===== src/rtl/swarq_pkg.sv =====
package swarq_pkg;

    // Default limits handed to the top-level parameters.
    localparam int DEF_MAX_WINDOW  = 16;
    localparam int DEF_MAX_PACKETS = 256;
    localparam int DEF_MAX_CHUNK   = 8;

    // Configuration register widths and port shape.
    localparam int MLEN_W     = 12;
    localparam int CHUNK_W    = 4;
    localparam int PCNT_W     = 9;
    localparam int WIN_W      = 5;
    localparam int TRIES_W    = 8;
    localparam int CFG_ADDR_W = 3;
    localparam int CFG_DATA_W = 12;

    // Register indexes.
    localparam logic [CFG_ADDR_W-1:0] REG_MESSAGE_LENGTH = 3'd0;
    localparam logic [CFG_ADDR_W-1:0] REG_CHUNK_SIZE     = 3'd1;
    localparam logic [CFG_ADDR_W-1:0] REG_PACKET_COUNT   = 3'd2;
    localparam logic [CFG_ADDR_W-1:0] REG_WINDOW_SIZE    = 3'd3;
    localparam logic [CFG_ADDR_W-1:0] REG_MAX_TRIES      = 3'd4;

    // Register values after reset.
    localparam logic [MLEN_W-1:0]  RST_MESSAGE_LENGTH = 12'd40;
    localparam logic [CHUNK_W-1:0] RST_CHUNK_SIZE     = 4'd8;
    localparam logic [PCNT_W-1:0]  RST_PACKET_COUNT   = 9'd5;
    localparam logic [WIN_W-1:0]   RST_WINDOW_SIZE    = 5'd4;
    localparam logic [TRIES_W-1:0] RST_MAX_TRIES      = 8'd10;

    // Input and result field widths.
    localparam int OP_W   = 2;
    localparam int BYTE_W = 8;
    localparam int SEQ_W  = 8;
    localparam int OFF_W  = 11;
    localparam int LEN_W  = 4;
    localparam int KIND_W = 2;
    localparam int S_DATA_W = 16;
    localparam int M_DATA_W = 24;

    // Internal datapath widths: packet index within a burst, running offset, remainder.
    localparam int IDX_W    = 9;
    localparam int OFFACC_W = IDX_W + CHUNK_W;
    localparam int REM_W    = OFFACC_W + 1;

    // Operation codes.
    localparam logic [OP_W-1:0] OP_START   = 2'd0;
    localparam logic [OP_W-1:0] OP_ACK     = 2'd1;
    localparam logic [OP_W-1:0] OP_TIMEOUT = 2'd2;

    localparam logic [BYTE_W-1:0] ACK_TYPE = 8'd2;

    // Result kinds.
    localparam logic [KIND_W-1:0] KIND_SEND     = 2'd0;
    localparam logic [KIND_W-1:0] KIND_TEARDOWN = 2'd1;
    localparam logic [KIND_W-1:0] KIND_GIVEUP   = 2'd2;

    // Micro-operations.
    localparam int UOP_W  = 4;
    localparam int STEP_W = 4;
    localparam logic [UOP_W-1:0] U_FETCH      = 4'd0;
    localparam logic [UOP_W-1:0] U_TEST_START = 4'd1;
    localparam logic [UOP_W-1:0] U_TEST_ACK   = 4'd2;
    localparam logic [UOP_W-1:0] U_TEST_TMO   = 4'd3;
    localparam logic [UOP_W-1:0] U_START      = 4'd4;
    localparam logic [UOP_W-1:0] U_ACK        = 4'd5;
    localparam logic [UOP_W-1:0] U_ACK_END    = 4'd6;
    localparam logic [UOP_W-1:0] U_ACK_SENT   = 4'd7;
    localparam logic [UOP_W-1:0] U_TMO_INC    = 4'd8;
    localparam logic [UOP_W-1:0] U_TMO_CHK    = 4'd9;
    localparam logic [UOP_W-1:0] U_BSETUP     = 4'd10;
    localparam logic [UOP_W-1:0] U_BEMIT      = 4'd11;
    localparam logic [UOP_W-1:0] U_TEARDOWN   = 4'd12;
    localparam logic [UOP_W-1:0] U_GIVEUP     = 4'd13;

    // Program addresses.
    localparam logic [STEP_W-1:0] S_FETCH      = 4'd0;
    localparam logic [STEP_W-1:0] S_TEST_START = 4'd1;
    localparam logic [STEP_W-1:0] S_TEST_ACK   = 4'd2;
    localparam logic [STEP_W-1:0] S_TEST_TMO   = 4'd3;
    localparam logic [STEP_W-1:0] S_START      = 4'd4;
    localparam logic [STEP_W-1:0] S_ACK        = 4'd5;
    localparam logic [STEP_W-1:0] S_ACK_END    = 4'd6;
    localparam logic [STEP_W-1:0] S_ACK_SENT   = 4'd7;
    localparam logic [STEP_W-1:0] S_TMO_INC    = 4'd8;
    localparam logic [STEP_W-1:0] S_TMO_CHK    = 4'd9;
    localparam logic [STEP_W-1:0] S_BSETUP     = 4'd10;
    localparam logic [STEP_W-1:0] S_BEMIT      = 4'd11;
    localparam logic [STEP_W-1:0] S_TEARDOWN   = 4'd12;
    localparam logic [STEP_W-1:0] S_GIVEUP     = 4'd13;

    // One control word: the operation, the fall-through step and the taken step.
    typedef struct packed {
        logic [UOP_W-1:0]  uop;
        logic [STEP_W-1:0] next_step;
        logic [STEP_W-1:0] jump_step;
    } ucode_t;

    // Control store. A word moves to jump_step when its condition holds.
    function automatic ucode_t ucode_rom(input logic [STEP_W-1:0] step);
        ucode_t w;
        case (step)
            S_FETCH:      w = '{U_FETCH,      S_TEST_START, S_TEST_START};
            S_TEST_START: w = '{U_TEST_START, S_TEST_ACK,   S_START};
            S_TEST_ACK:   w = '{U_TEST_ACK,   S_TEST_TMO,   S_ACK};
            S_TEST_TMO:   w = '{U_TEST_TMO,   S_FETCH,      S_TMO_INC};
            S_START:      w = '{U_START,      S_BSETUP,     S_BSETUP};
            S_ACK:        w = '{U_ACK,        S_ACK_END,    S_FETCH};
            S_ACK_END:    w = '{U_ACK_END,    S_ACK_SENT,   S_TEARDOWN};
            S_ACK_SENT:   w = '{U_ACK_SENT,   S_FETCH,      S_BSETUP};
            S_TMO_INC:    w = '{U_TMO_INC,    S_TMO_CHK,    S_TMO_CHK};
            S_TMO_CHK:    w = '{U_TMO_CHK,    S_BSETUP,     S_GIVEUP};
            S_BSETUP:     w = '{U_BSETUP,     S_BEMIT,      S_BEMIT};
            S_BEMIT:      w = '{U_BEMIT,      S_FETCH,      S_BEMIT};
            S_TEARDOWN:   w = '{U_TEARDOWN,   S_FETCH,      S_FETCH};
            S_GIVEUP:     w = '{U_GIVEUP,     S_FETCH,      S_FETCH};
            default:      w = '{U_FETCH,      S_FETCH,      S_FETCH};
        endcase
        return w;
    endfunction

endpackage


===== src/rtl/sliding_window_arq_sender_core.sv =====
// Steps: a start transfer passes the start test, the start step and burst setup into the emit
// loop; a timeout passes the three tests and the retry increment and check before burst setup;
// an acknowledgement that opens a new window passes two tests and the ack steps before it.
// Throughput: one microprogram step per cycle unless fetch, emit, teardown or give-up stalls; a
// burst gives one result per cycle while m_tready holds. Items are taken only in fetch.
// Reset (rst_n low, asynchronous) restores the register defaults and leaves the sender idle.
module sliding_window_arq_sender_core #(
    parameter int MAX_WINDOW  = swarq_pkg::DEF_MAX_WINDOW,
    parameter int MAX_PACKETS = swarq_pkg::DEF_MAX_PACKETS,
    parameter int MAX_CHUNK   = swarq_pkg::DEF_MAX_CHUNK
) (
    input  logic                              clk,
    input  logic                              rst_n,
    // Configuration write port.
    input  logic                              cfg_we,
    input  logic [swarq_pkg::CFG_ADDR_W-1:0]  cfg_addr,
    input  logic [swarq_pkg::CFG_DATA_W-1:0]  cfg_wdata,
    // Input stream.
    input  logic                              s_tvalid,
    output logic                              s_tready,
    input  logic [swarq_pkg::S_DATA_W-1:0]    s_tdata,   // ack_type[7:0], ack_number[15:8]
    input  logic [swarq_pkg::OP_W-1:0]        s_tuser,   // operation[1:0]
    // Result stream.
    output logic                              m_tvalid,
    input  logic                              m_tready,
    output logic [swarq_pkg::M_DATA_W-1:0]    m_tdata,   // seq_no[7:0], byte_offset[18:8],
                                                         // length[22:19], zero[23]
    output logic [swarq_pkg::KIND_W-1:0]      m_tuser,   // kind[1:0]
    output logic                              m_tlast
);
    import swarq_pkg::*;

    // Caps for out-of-range register values, limited to what each register can hold.
    localparam int CH_LIM  = (MAX_CHUNK < (1 << CHUNK_W)) ? MAX_CHUNK : (1 << CHUNK_W) - 1;
    localparam int PC_LIM  = (MAX_PACKETS < (1 << PCNT_W)) ? MAX_PACKETS : (1 << PCNT_W) - 1;
    localparam int WIN_LIM = (MAX_WINDOW < (1 << WIN_W)) ? MAX_WINDOW : (1 << WIN_W) - 1;
    localparam logic [CHUNK_W-1:0] CH_CAP  = CHUNK_W'(CH_LIM);
    localparam logic [PCNT_W-1:0]  PC_CAP  = PCNT_W'(PC_LIM);
    localparam logic [WIN_W-1:0]   WIN_CAP = WIN_W'(WIN_LIM);

    // Configuration registers.
    logic [MLEN_W-1:0]  mlen_reg;
    logic [CHUNK_W-1:0] chunk_reg;
    logic [PCNT_W-1:0]  pcnt_reg;
    logic [WIN_W-1:0]   win_reg;
    logic [TRIES_W-1:0] tries_reg;

    // Protocol state. acked and sent count packets, one above the acknowledged and
    // highest-sent packet indexes.
    logic [PCNT_W-1:0]  acked_reg, acked_next;
    logic [PCNT_W-1:0]  sent_reg, sent_next;
    logic [SEQ_W-1:0]   base_reg, base_next;
    logic [TRIES_W-1:0] retry_reg, retry_next;
    logic               running_reg, running_next;

    // Sequencer and latched input item.
    logic [STEP_W-1:0]  step_reg, step_next;
    logic [OP_W-1:0]    op_reg;
    logic [BYTE_W-1:0]  atype_reg;
    logic [BYTE_W-1:0]  anum_reg;

    // Burst datapath.
    logic [IDX_W-1:0]    idx_reg, idx_next;
    logic [WIN_W-1:0]    cnt_reg, cnt_next;
    logic [OFFACC_W-1:0] off_reg, off_next;

    // Output register.
    logic               out_valid_reg, out_valid_next;
    logic [KIND_W-1:0]  out_kind_reg, out_kind_next;
    logic [SEQ_W-1:0]   out_seq_reg, out_seq_next;
    logic [OFF_W-1:0]   out_off_reg, out_off_next;
    logic [LEN_W-1:0]   out_len_reg, out_len_next;
    logic               out_last_reg, out_last_next;
    logic               out_load;

    // Control word and decoded conditions.
    ucode_t             uw;
    logic               cond;
    logic               stall;
    logic               in_xfer;
    logic               out_space;

    // Effective register values.
    logic [CHUNK_W-1:0] ch_eff;
    logic [PCNT_W-1:0]  pc_eff;
    logic [WIN_W-1:0]   win_eff;

    // Burst arithmetic.
    logic [SEQ_W+CHUNK_W-1:0] base_prod;
    logic [REM_W-1:0]   rem;
    logic               rem_neg;
    logic               rem_ge_ch;
    logic [LEN_W-1:0]   len_val;
    logic [IDX_W:0]     idx_inc;
    logic [IDX_W:0]     sent_max;
    logic               emit_ok;
    logic               burst_done;

    // Zero and over-range register values fold onto the legal range.
    always_comb
    begin
        ch_eff  = (chunk_reg == '0) ? CHUNK_W'(1) : ((chunk_reg > CH_CAP) ? CH_CAP : chunk_reg);
        pc_eff  = (pcnt_reg == '0) ? PCNT_W'(1) : ((pcnt_reg > PC_CAP) ? PC_CAP : pcnt_reg);
        win_eff = (win_reg == '0) ? WIN_W'(1) : ((win_reg > WIN_CAP) ? WIN_CAP : win_reg);
    end

    assign uw        = ucode_rom(step_reg);
    assign s_tready  = (uw.uop == U_FETCH);
    assign in_xfer   = s_tvalid && s_tready;
    assign out_space = !out_valid_reg || m_tready;

    // Packet arithmetic for the current burst slot.
    assign base_prod = base_reg * ch_eff;
    assign rem       = {{(REM_W-MLEN_W){1'b0}}, mlen_reg} - {1'b0, off_reg};
    assign rem_neg   = rem[REM_W-1];
    assign rem_ge_ch = !rem_neg && (rem >= {{(REM_W-CHUNK_W){1'b0}}, ch_eff});
    assign idx_inc   = {1'b0, idx_reg} + {{IDX_W{1'b0}}, 1'b1};
    assign sent_max  = (idx_inc > {1'b0, sent_reg}) ? idx_inc : {1'b0, sent_reg};
    assign emit_ok   = (idx_reg < pc_eff);
    assign burst_done = !emit_ok || (cnt_reg == (win_eff - WIN_W'(1)))
                        || (idx_inc >= {1'b0, pc_eff});

    // Remaining bytes of the message, clipped to one chunk.
    always_comb
    begin
        if (rem_ge_ch)
        begin
            len_val = ch_eff;
        end
        else if (rem_neg)
        begin
            len_val = '0;
        end
        else
        begin
            len_val = rem[LEN_W-1:0];
        end
    end

    // Datapath actions of each micro-operation.
    always_comb
    begin
        acked_next     = acked_reg;
        sent_next      = sent_reg;
        base_next      = base_reg;
        retry_next     = retry_reg;
        running_next   = running_reg;
        idx_next       = idx_reg;
        cnt_next       = cnt_reg;
        off_next       = off_reg;
        out_load       = 1'b0;
        out_kind_next  = out_kind_reg;
        out_seq_next   = out_seq_reg;
        out_off_next   = out_off_reg;
        out_len_next   = out_len_reg;
        out_last_next  = out_last_reg;
        cond           = 1'b0;
        stall          = 1'b0;
        case (uw.uop)
            U_FETCH:
            begin
                stall = !s_tvalid;
            end
            U_TEST_START:
            begin
                cond = (op_reg == OP_START);
            end
            U_TEST_ACK:
            begin
                cond = (op_reg == OP_ACK) && running_reg;
            end
            U_TEST_TMO:
            begin
                cond = (op_reg == OP_TIMEOUT) && running_reg;
            end
            U_START:
            begin
                acked_next   = '0;
                sent_next    = '0;
                base_next    = '0;
                retry_next   = '0;
                running_next = 1'b1;
            end
            U_ACK:
            begin
                // Wrong type or a stale number leaves everything as it is.
                cond = (atype_reg != ACK_TYPE) || ({1'b0, anum_reg} < acked_reg);
                if (!cond)
                begin
                    acked_next = acked_reg + PCNT_W'(1);
                    retry_next = '0;
                end
            end
            U_ACK_END:
            begin
                cond = (acked_reg >= pc_eff);
                if (!cond)
                begin
                    base_next = acked_reg[SEQ_W-1:0];
                end
            end
            U_ACK_SENT:
            begin
                cond = (acked_reg == sent_reg);
            end
            U_TMO_INC:
            begin
                if (retry_reg != '1)
                begin
                    retry_next = retry_reg + TRIES_W'(1);
                end
            end
            U_TMO_CHK:
            begin
                cond = (retry_reg >= tries_reg);
            end
            U_BSETUP:
            begin
                idx_next = {{(IDX_W-SEQ_W){1'b0}}, base_reg};
                cnt_next = '0;
                off_next = {{(OFFACC_W-SEQ_W-CHUNK_W){1'b0}}, base_prod};
            end
            U_BEMIT:
            begin
                // One window slot per cycle unless stalled; one past the last packet ends it.
                stall = emit_ok && !out_space;
                cond  = !burst_done;
                if (!stall)
                begin
                    out_load      = emit_ok;
                    out_kind_next = KIND_SEND;
                    out_seq_next  = idx_reg[SEQ_W-1:0];
                    out_off_next  = off_reg[OFF_W-1:0];
                    out_len_next  = len_val;
                    out_last_next = burst_done;
                    sent_next     = (sent_max > {1'b0, pc_eff}) ? pc_eff : sent_max[PCNT_W-1:0];
                    idx_next      = idx_inc[IDX_W-1:0];
                    cnt_next      = cnt_reg + WIN_W'(1);
                    off_next      = off_reg + {{(OFFACC_W-CHUNK_W){1'b0}}, ch_eff};
                end
            end
            U_TEARDOWN, U_GIVEUP:
            begin
                stall = !out_space;
                if (!stall)
                begin
                    out_load      = 1'b1;
                    out_kind_next = (uw.uop == U_TEARDOWN) ? KIND_TEARDOWN : KIND_GIVEUP;
                    out_seq_next  = '0;
                    out_off_next  = '0;
                    out_len_next  = '0;
                    out_last_next = 1'b1;
                    running_next  = 1'b0;
                end
            end
            default:
            begin
                stall = 1'b0;
            end
        endcase
    end

    // Step sequencing: hold on a stall, else take the jump or fall through.
    always_comb
    begin
        if (stall)
        begin
            step_next = step_reg;
        end
        else if (cond)
        begin
            step_next = uw.jump_step;
        end
        else
        begin
            step_next = uw.next_step;
        end
    end

    assign out_valid_next = out_load ? 1'b1 : (m_tready ? 1'b0 : out_valid_reg);

    // Configuration registers take writes at any edge with the enable high.
    always_ff @(posedge clk or negedge rst_n)
    begin
        if (!rst_n)
        begin
            mlen_reg  <= RST_MESSAGE_LENGTH;
            chunk_reg <= RST_CHUNK_SIZE;
            pcnt_reg  <= RST_PACKET_COUNT;
            win_reg   <= RST_WINDOW_SIZE;
            tries_reg <= RST_MAX_TRIES;
        end
        else if (cfg_we)
        begin
            case (cfg_addr)
                REG_MESSAGE_LENGTH: mlen_reg  <= cfg_wdata[MLEN_W-1:0];
                REG_CHUNK_SIZE:     chunk_reg <= cfg_wdata[CHUNK_W-1:0];
                REG_PACKET_COUNT:   pcnt_reg  <= cfg_wdata[PCNT_W-1:0];
                REG_WINDOW_SIZE:    win_reg   <= cfg_wdata[WIN_W-1:0];
                REG_MAX_TRIES:      tries_reg <= cfg_wdata[TRIES_W-1:0];
                default:            mlen_reg  <= mlen_reg;
            endcase
        end
    end

    // Control state.
    always_ff @(posedge clk or negedge rst_n)
    begin
        if (!rst_n)
        begin
            step_reg      <= S_FETCH;
            acked_reg     <= '0;
            sent_reg      <= '0;
            base_reg      <= '0;
            retry_reg     <= '0;
            running_reg   <= 1'b0;
            out_valid_reg <= 1'b0;
        end
        else
        begin
            step_reg      <= step_next;
            acked_reg     <= acked_next;
            sent_reg      <= sent_next;
            base_reg      <= base_next;
            retry_reg     <= retry_next;
            running_reg   <= running_next;
            out_valid_reg <= out_valid_next;
        end
    end

    // Payload registers: input latch, burst counters and the result word.
    always_ff @(posedge clk)
    begin
        if (in_xfer)
        begin
            op_reg    <= s_tuser;
            atype_reg <= s_tdata[BYTE_W-1:0];
            anum_reg  <= s_tdata[2*BYTE_W-1:BYTE_W];
        end
        idx_reg <= idx_next;
        cnt_reg <= cnt_next;
        off_reg <= off_next;
        if (out_load)
        begin
            out_kind_reg <= out_kind_next;
            out_seq_reg  <= out_seq_next;
            out_off_reg  <= out_off_next;
            out_len_reg  <= out_len_next;
            out_last_reg <= out_last_next;
        end
    end

    assign m_tvalid = out_valid_reg;
    assign m_tuser  = out_kind_reg;
    assign m_tlast  = out_last_reg;
    assign m_tdata  = {{(M_DATA_W-SEQ_W-OFF_W-LEN_W){1'b0}}, out_len_reg, out_off_reg,
                       out_seq_reg};

endmodule


===== config.mk =====
export PLATFORM = sky130hd
export DESIGN_NAME = sliding_window_arq_sender_core
export DESIGN_NICKNAME = d
export VERILOG_FILES = /design/src/rtl/swarq_pkg.sv /design/src/rtl/sliding_window_arq_sender_core.sv
export SDC_FILE = /design/constraint.sdc
export NUM_CORES = 1
export LEC_CHECK = 0
export BUFFER_PORTS_ARGS = -buffer_cell sky130_fd_sc_hd__buf_4
export CORE_AREA = 2 2 163 165
export CTS_CLUSTER_DIAMETER = 60
export DETAILED_ROUTE_END_ITERATION = 16
export DIE_AREA = 0 0 165 167
export PLACE_DENSITY = 0.63
export SLEW_MARGIN = 20
export SYNTH_ARGS = -nofsm -noshare
export SYNTH_HDL_FRONTEND = slang
export SYNTH_SLANG_ARGS = --single-unit

===== constraint.sdc =====
create_clock -name clk -period 11.9 [get_ports clk]
set_input_delay 2.38 -clock clk [delete_from_list [all_inputs] [get_ports clk]]
set_output_delay 2.38 -clock clk [all_outputs]
set_load 0.005 [all_outputs]

==> impl_metrics.sql, run 1 <==
INSERT INTO impl_metrics (metric_group, metric, value, unit) VALUES
('sta', 'totalNegativeSetupSlack', '0', 'ps'),
('min_path', 'hold-path-cell-count', '2', ''),
('synth', 'postSynthNetCount', '1176', ''),
('global_route', 'grt_usage', '19.1', '%'),
('synth', 'synthXorXnorAreaFrac', '4.65', '%'),
('clock_network', 'buffer_depth_of_the_longest_clock_path', '2', ''),
('final_layout', 'layout-drive-gt1-share', '15.4', '%'),
('final_layout', 'final.fill_count', '2437', ''),
('place', 'place_area', '11100', 'µm²'),
('place', 'io_buffer_count', '65', ''),
('detailed_routing', 'postRouteWirelength', '25600', 'µm'),
('power_and_ir_drop', 'maximum_vdd_ir_drop', '0.111', 'mV'),
('place', 'place.detailed.hpwl', '19600', 'µm'),
('synth', 'synth_top_family_by_area', 'simple AND/OR/NAND/NOR gates', ''),
('synth', 'yosysWarningCount', '0', ''),
('detailed_routing', 'first_iter_violations', '548', ''),
('detailed_routing', 'wire_per_inst', '17.8', 'µm'),
('floorplan', 'die_w', '165', 'µm'),
('clock_network', 'insertion_delay', '430', 'ps'),
('critical_path', 'required', '12260', 'ps'),
('synth', 'syn-instance-count', '1020', ''),
('sta', 'timing_hold_violations_final', '0', ''),
('synth', 'yosysSeqAreaShare', '40.3', '%'),
('critical_path', 'timing.critical_path.fanout_max', '9', ''),
('clock_network', 'ctsHoldBuffers', '0', ''),
('flow_run', 'number_of_max_capacitance_violations_reported', '0', ''),
('synth', 'synth-main-ff-cell', 'sky130_fd_sc_hd__edfxtp_1', ''),
('clock_network', 'clk_pin_slew', '70', 'ps'),
('place', 'gp_congestion', '0.936', ''),
('clock_network', 'cts_tree', 'built', ''),
('final_layout', 'syn_to_final_growth', '14.5', '%'),
('floorplan', 'core', '25800', 'µm²'),
('synth', 'postSynthAreaPerCell', '9.97', 'µm²'),
('place', 'placed_cells', '1403', ''),
('synth', 'asyncSetResetFlopFracSynth', '52.3', '%'),
('clock_network', 'tritoncts_sinks', '149', ''),
('sta', 'setup-violations-final', '0', ''),
('synth', 'post_synth_instance_area', '10200', 'µm²'),
('critical_path', 'endpoint_kind', 'register', ''),
('detailed_routing', 'route.detailed.vias_per_inst', '5.43', ''),
('sta', 'finalCriticalPeriod', '4610', 'ps'),
('critical_path', 'worst-setup-path-type', 'reg -> reg', ''),
('status', 'status', 'completed', ''),
('synth', 'synth_mux_area_share', '4.75', '%'),
('synth', 'synth-edff-count', '71', ''),
('detailed_routing', 'num_vias', '7789', ''),
('global_route', 'grt_first_pass_wirelength', '40900', 'µm'),
('clock_network', 'cts_buffers', '17', ''),
('sta', 'maxSlewViolCount', '0', ''),
('synth', 'synthTopCellsByArea', 'sky130_fd_sc_hd__edfxtp_1 21%, sky130_fd_sc_hd__dfrtp_1 17%, sky130_fd_sc_hd__ha_1 13%', ''),
('synth', 'synthDominantCellAreaShare', '21.0', '%'),
('synth', 'synthAdderAreaFrac', '15.5', '%'),
('sta', 'timing.fmax', '0.217', 'GHz'),
('critical_path', 'reg2reg_slack', '7290', 'ps'),
('global_route', 'grt_max_degree', '62', ''),
('clock_network', 'cts.repair_timing.setup_buffer_count', '0', ''),
('sta', 'layout_worst_path_cycle_share', '38.7', '%'),
('sta', 'tightestPinTransition', '979', 'ps'),
('power_and_ir_drop', 'leakage', '4.96', 'nW'),
('sta', 'rsz_0062_raised_after_global_routing', 'false', ''),
('floorplan', 'io_pins', '67', ''),
('global_route', 'grt_pass1_vias', '7550', ''),
('floorplan', 'initial_utilization', '39.5', '%'),
('floorplan', 'design.die.area', '27600', 'µm²'),
('sta', 'clock_skew', '9.61', 'ps'),
('detailed_routing', 'final_antenna_net_count', '0', ''),
('global_route', 'grt_remaining_overflow', '0', ''),
('detailed_routing', 'remaining_drc_errors', '0', ''),
('final_layout', 'final_area', '11600', 'µm²'),
('global_route', 'antenna_violations_before_repair', '0', ''),
('sta', 'timing.max_slew.rel_slack', '34.3', '%');
==> Yosys cell counts (all sizes together) (5+ instances only) <==
cell type,instances
mux2,34
a21o,15
xor2,18
dfstp,8
o211ai,5
or3,6
and3,8
edfxtp,71
clkbuf,20
mux2i,10
a221o,8
nand3,30
and2,13
nand2b,10
buf,6
o2111ai,7
nand4,12
a31oi,5
a211o,5
o21ai,66
nor2,81
inv,82
a211oi,8
nor3,36
fa,14
xnor2,36
nor2b,13
dfrtp,70
ha,104
o21a,18
nor4,11
nand2,95
o21bai,5
a21oi,37
==> per-layer routing <==
metal	vias to the layer above	wire length [µm]	track usage, %
met3	42	1070	2.49
li1	3807	-	-
met4	0	611	6.43
met2	197	12300	31.1
met5	-	0	0
met1	3743	11600	26.1
==> kinds of logic after synthesis <==
| group | after synthesis |
|---|---|
| compound gates | 209 |
| xor+xnor | 54 |
| fa+ha+maj | 118 |
| buf+inv | 109 |
| flops | 149 |
| mux | 44 |
| other cells | 1 |
| simple gates | 336 |
==> through the flow <==
stage | worst slack [ps] | hold slack (ps) | util [%] | total power (W)
6_report | 7290 | 512 | 45.2 | 0.00206
5_1_grt | 6930 | 543 | 45.2 | 0.00219
4_1_cts | 7330 | 516 | 45.2 | 0.00206
3_5_place_dp | 7380 | 501 | 42.9 | 0.00152
3_3_place_gp | 7390 | 497 | 42.9 | 0.00151
2_1_floorplan | 7420 | 473 | - | 0.00129
==> final timing paths <==
kind / end / from
max in group asynchronous: win_reg[4] / rst_n
setup / recovery: sent_reg[6] / idx_reg[0]
hold reg to reg: tries_reg[1] / tries_reg[1]
setup reg to reg: sent_reg[6] / idx_reg[0]
min in group asynchronous: sent_reg[5] / rst_n
hold / removal: tries_reg[1] / tries_reg[1]
==> final cells by class <==
| cell class | count | area [µm²] | area share, % |
|---|---|---|---|
| tap | 335 | 419 | 3.60 |
| timing repair buffer | 74 | 556 | 4.77 |
| clock inverter | 10 | 92.6 | 0.795 |
| clock buffer | 22 | 489 | 4.20 |
| multi-input combinational | 762 | 5680 | 48.8 |
| sequential | 149 | 4090 | 35.2 |
| inverter | 83 | 312 | 2.68 |
==> critical path: stages (launching register included) <==
cell	delay [ps]
sky130_fd_sc_hd__edfxtp_1	520
sky130_fd_sc_hd__ha_1	300
sky130_fd_sc_hd__nand3_1	120
sky130_fd_sc_hd__xnor2_1	410
sky130_fd_sc_hd__ha_1	340
sky130_fd_sc_hd__o21a_1	180
sky130_fd_sc_hd__o221ai_1	180
sky130_fd_sc_hd__a211o_1	160
sky130_fd_sc_hd__nand3_2	190
sky130_fd_sc_hd__mux2_2	370
sky130_fd_sc_hd__ha_1	300
sky130_fd_sc_hd__nor2b_1	130
sky130_fd_sc_hd__o21a_1	150
sky130_fd_sc_hd__o21ai_0	130
sky130_fd_sc_hd__nand2_1	90
sky130_fd_sc_hd__a21o_1	200
sky130_fd_sc_hd__nor2_1	480
sky130_fd_sc_hd__a221o_1	260
==> report_power, final <==
group	switching, W	internal, W
clock	0.000226	0.000315
sequential	0.0000958	0.000645
combinational	0.000446	0.000328
total	0.000769	0.00129
(Power assumes the default switching activity.)
==> inputs of run 2 (changes only) <==
clock period = 4.85 ns   (was 11.9 ns; I/O delays follow)
==> run 2 against run 1 <==
Against the previous run: critical path type unchanged; critical endpoint unchanged; non-clock buffer count up 5; sequential share of layout area up 0.068 points; sequential cell count unchanged.
==> impl_metrics.sql, run 2 (same netlist as run 1, synthesis figures left out) <==
INSERT INTO impl_metrics (metric_group, metric, value, unit) VALUES
('global_route', 'grt_remaining_overflow', '0', ''),
('floorplan', 'io_pins', '67', ''),
('detailed_routing', 'first_iter_violations', '447', ''),
('sta', 'layout_worst_path_cycle_share', '94.9', '%'),
('clock_network', 'buffer_depth_of_the_longest_clock_path', '2', ''),
('critical_path', 'critical-path-slowest-cell', 'sky130_fd_sc_hd__edfxtp_1', ''),
('power_and_ir_drop', 'leakage', '4.95', 'nW'),
('critical_path', 'critical-path-max-stage-delay', '540', 'ps'),
('global_route', 'grt_util_met2', '32.5', '%'),
('detailed_routing', 'route.detailed.vias_per_inst', '5.40', ''),
('sta', 'timing.max_slew.rel_slack', '36.4', '%'),
('detailed_routing', 'postRouteWirelength', '25700', 'µm'),
('critical_path', 'worstSetupStartpointType', 'register', ''),
('final_layout', 'finish.utilization', '45.1', '%'),
('critical_path', 'required', '5210', 'ps'),
('place', 'gp_congestion', '0.932', ''),
('sta', 'clock_skew', '10.4', 'ps'),
('critical_path', 'worst_ep_arrival_time', '4960', 'ps'),
('final_layout', 'antennaDiodeCount', '0', ''),
('floorplan', 'design.die.area', '27600', 'µm²'),
('final_layout', 'nets', '1248', ''),
('sta', 'maxSlewViolCount', '0', ''),
('sta', 'timing.fmax', '0.217', 'GHz'),
('clock_network', 'ctsHoldBuffers', '0', ''),
('floorplan', 'rows', '59', ''),
('status', 'status', 'completed', ''),
('critical_path', 'worst_path_most_repeated_cell', 'sky130_fd_sc_hd__ha_1', ''),
('power_and_ir_drop', 'maximum_vdd_ir_drop', '0.223', 'mV'),
('flow_run', 'number_of_max_capacitance_violations_reported', '0', ''),
('final_layout', 'most_used_cells_in_the_layout_excluding_fill_and_tap_cells', '104 x sky130_fd_sc_hd__ha_1, 95 x sky130_fd_sc_hd__nand2_1, 82 x sky130_fd_sc_hd__inv_1', ''),
('global_route', 'grt_usage', '19.5', '%'),
('sta', 'timing_hold_violations_final', '0', ''),
('floorplan', 'die_height', '167', 'µm'),
('detailed_routing', 'detail_route.first_pass.iterations', '5', ''),
('clock_network', 'cts_buffers', '17', ''),
('final_layout', 'layout-drive-gt1-share', '15.5', '%'),
('final_layout', 'largest_register_ff_count', '13', ''),
('critical_path', 'endpoint_kind', 'register', ''),
('power_and_ir_drop', 'power_density', '426', 'nW/µm²'),
('critical_path', 'critPathTopFamily', 'compound AO/OA/AOI/OAI gates', ''),
('floorplan', 'die_w', '165', 'µm'),
('global_route', 'antenna_violations_before_repair', '0', ''),
('min_path', 'holdCritPathClass', 'reg -> reg', ''),
('final_layout', 'most_frequent_standard_cell_in_the_layout_excluding_fill_and_tap_cells', 'sky130_fd_sc_hd__ha_1', ''),
('sta', 'rsz_0062_raised_after_global_routing', 'false', ''),
('sta', 'setup-violations-final', '0', ''),
('clock_network', 'cts_tree', 'built', ''),
('critical_path', 'critical_path.n_buffers_inverters', '0', ''),
('detailed_routing', 'wire_per_inst', '17.9', 'µm'),
('clock_network', 'ctsRootBufferMaster', 'sky130_fd_sc_hd__clkbuf_16', ''),
('critical_path', 'path_cells', 'ha_1, nand2_1, xnor2_1, ha_1, o21a_1, o221ai_1, a211o_1, nand3_2, mux2_2, ha_1, nor2b_1, o21a_1, o21ai_0, nand2_1, a21o_1, nor2_1, a221o_1', ''),
('floorplan', 'initial_utilization', '39.5', '%'),
('detailed_routing', 'num_vias', '7777', ''),
('global_route', 'grt_pass1_vias', '7680', ''),
('sta', 'tightestPinTransition', '949', 'ps'),
('detailed_routing', 'final_antenna_net_count', '0', ''),
('final_layout', 'syn_to_final_growth', '14.3', '%'),
('clock_network', 'cts.repair.resized', '0', ''),
('clock_network', 'cts.repair_timing.setup_buffer_count', '0', ''),
('global_route', 'use_met3', '3.01', '%'),
('sta', 'totalNegativeSetupSlack', '0', 'ps'),
('clock_network', 'clk_pin_slew', '60', 'ps'),
('clock_network', 'insertion_delay', '430', 'ps'),
('global_route', 'grt_max_degree', '42', ''),
('sta', 'finalCriticalPeriod', '4600', 'ps'),
('critical_path', 'worst-setup-path-type', 'reg -> reg', ''),
('clock_network', 'tritoncts_sinks', '149', ''),
('floorplan', 'core', '25800', 'µm²'),
('critical_path', 'timing.critical_path.fanout_max', '9', ''),
('clock_network', 'h-tree-depth', '4', ''),
('detailed_routing', 'remaining_drc_errors', '0', ''),
('global_route', 'met1_usage', '26.0', '%'),
('place', 'place.detailed.hpwl', '19800', 'µm'),
('place', 'io_buffer_count', '65', ''),
('global_route', 'grt_first_pass_wirelength', '41700', 'µm'),
('global_route', 'gr-max-usage-layer', 'met2', '');
-- run 2: worst paths after layout --
path                                end  slack [ps]  depth (start not counted)          from
setup reg to reg            sent_reg[6]         250                         17    idx_reg[0]
max in group asynchronous  chunk_reg[3]        3390                          2         rst_n
setup / recovery            sent_reg[6]         250                         17    idx_reg[0]
hold / removal             chunk_reg[0]         510                          1  chunk_reg[0]
min in group asynchronous  acked_reg[3]         530                          1         rst_n
hold reg to reg            chunk_reg[0]         510                          1  chunk_reg[0]
-- run 2: worst reg2reg max path: cells and delay by family (launching register included) --
kind / cells / cell delay (ps)
AOI/OAI and AO/OA: 7 / 1290
and+or+nand+nor: 5 / 1010
adders and majority gates: 3 / 940
DFF: 1 / 540
xor gates and xnor gates: 1 / 400
muxes: 1 / 380
-- run 2: layer usage --
metal / wire length [µm] / vias up
li1: - / 3826
met1: 11900 / 3717
met2: 12300 / 199
met3: 906 / 35
met4: 582 / 0
met5: 0 / -
-- run 2: power breakdown --
part           total [W]  switching, W  internal [W]
clock network    0.00122      0.000553      0.000671
logic            0.00192       0.00110      0.000816
registers        0.00181      0.000230       0.00158
total            0.00495       0.00188       0.00307
-- run 2: layout make-up --
cell class | count | area (µm²)
Tap cell | 335 | 419
Timing Repair Buffer | 79 | 593
Clock inverter | 11 | 76.3
Clock buffer | 21 | 450
Sequential cell | 149 | 4090
Fill cell | 2455 | 14100
Multi-Input combinational cell | 762 | 5680
Inverter | 83 | 312
-- run 2: stage by stage --
stage               total power (W)  area, µm²  setup slack (ps)  std cells  hold WS [ps]
floorplan                   0.00317      10200               907       1020           473
global placement            0.00372      11100               434       1408           491
detailed placement          0.00373      11100               418       1408           497
CTS                         0.00497      11600               369       1440           512
global route                0.00531      11600              18.8       1440           530
finish                      0.00495      11600               247       1440           508
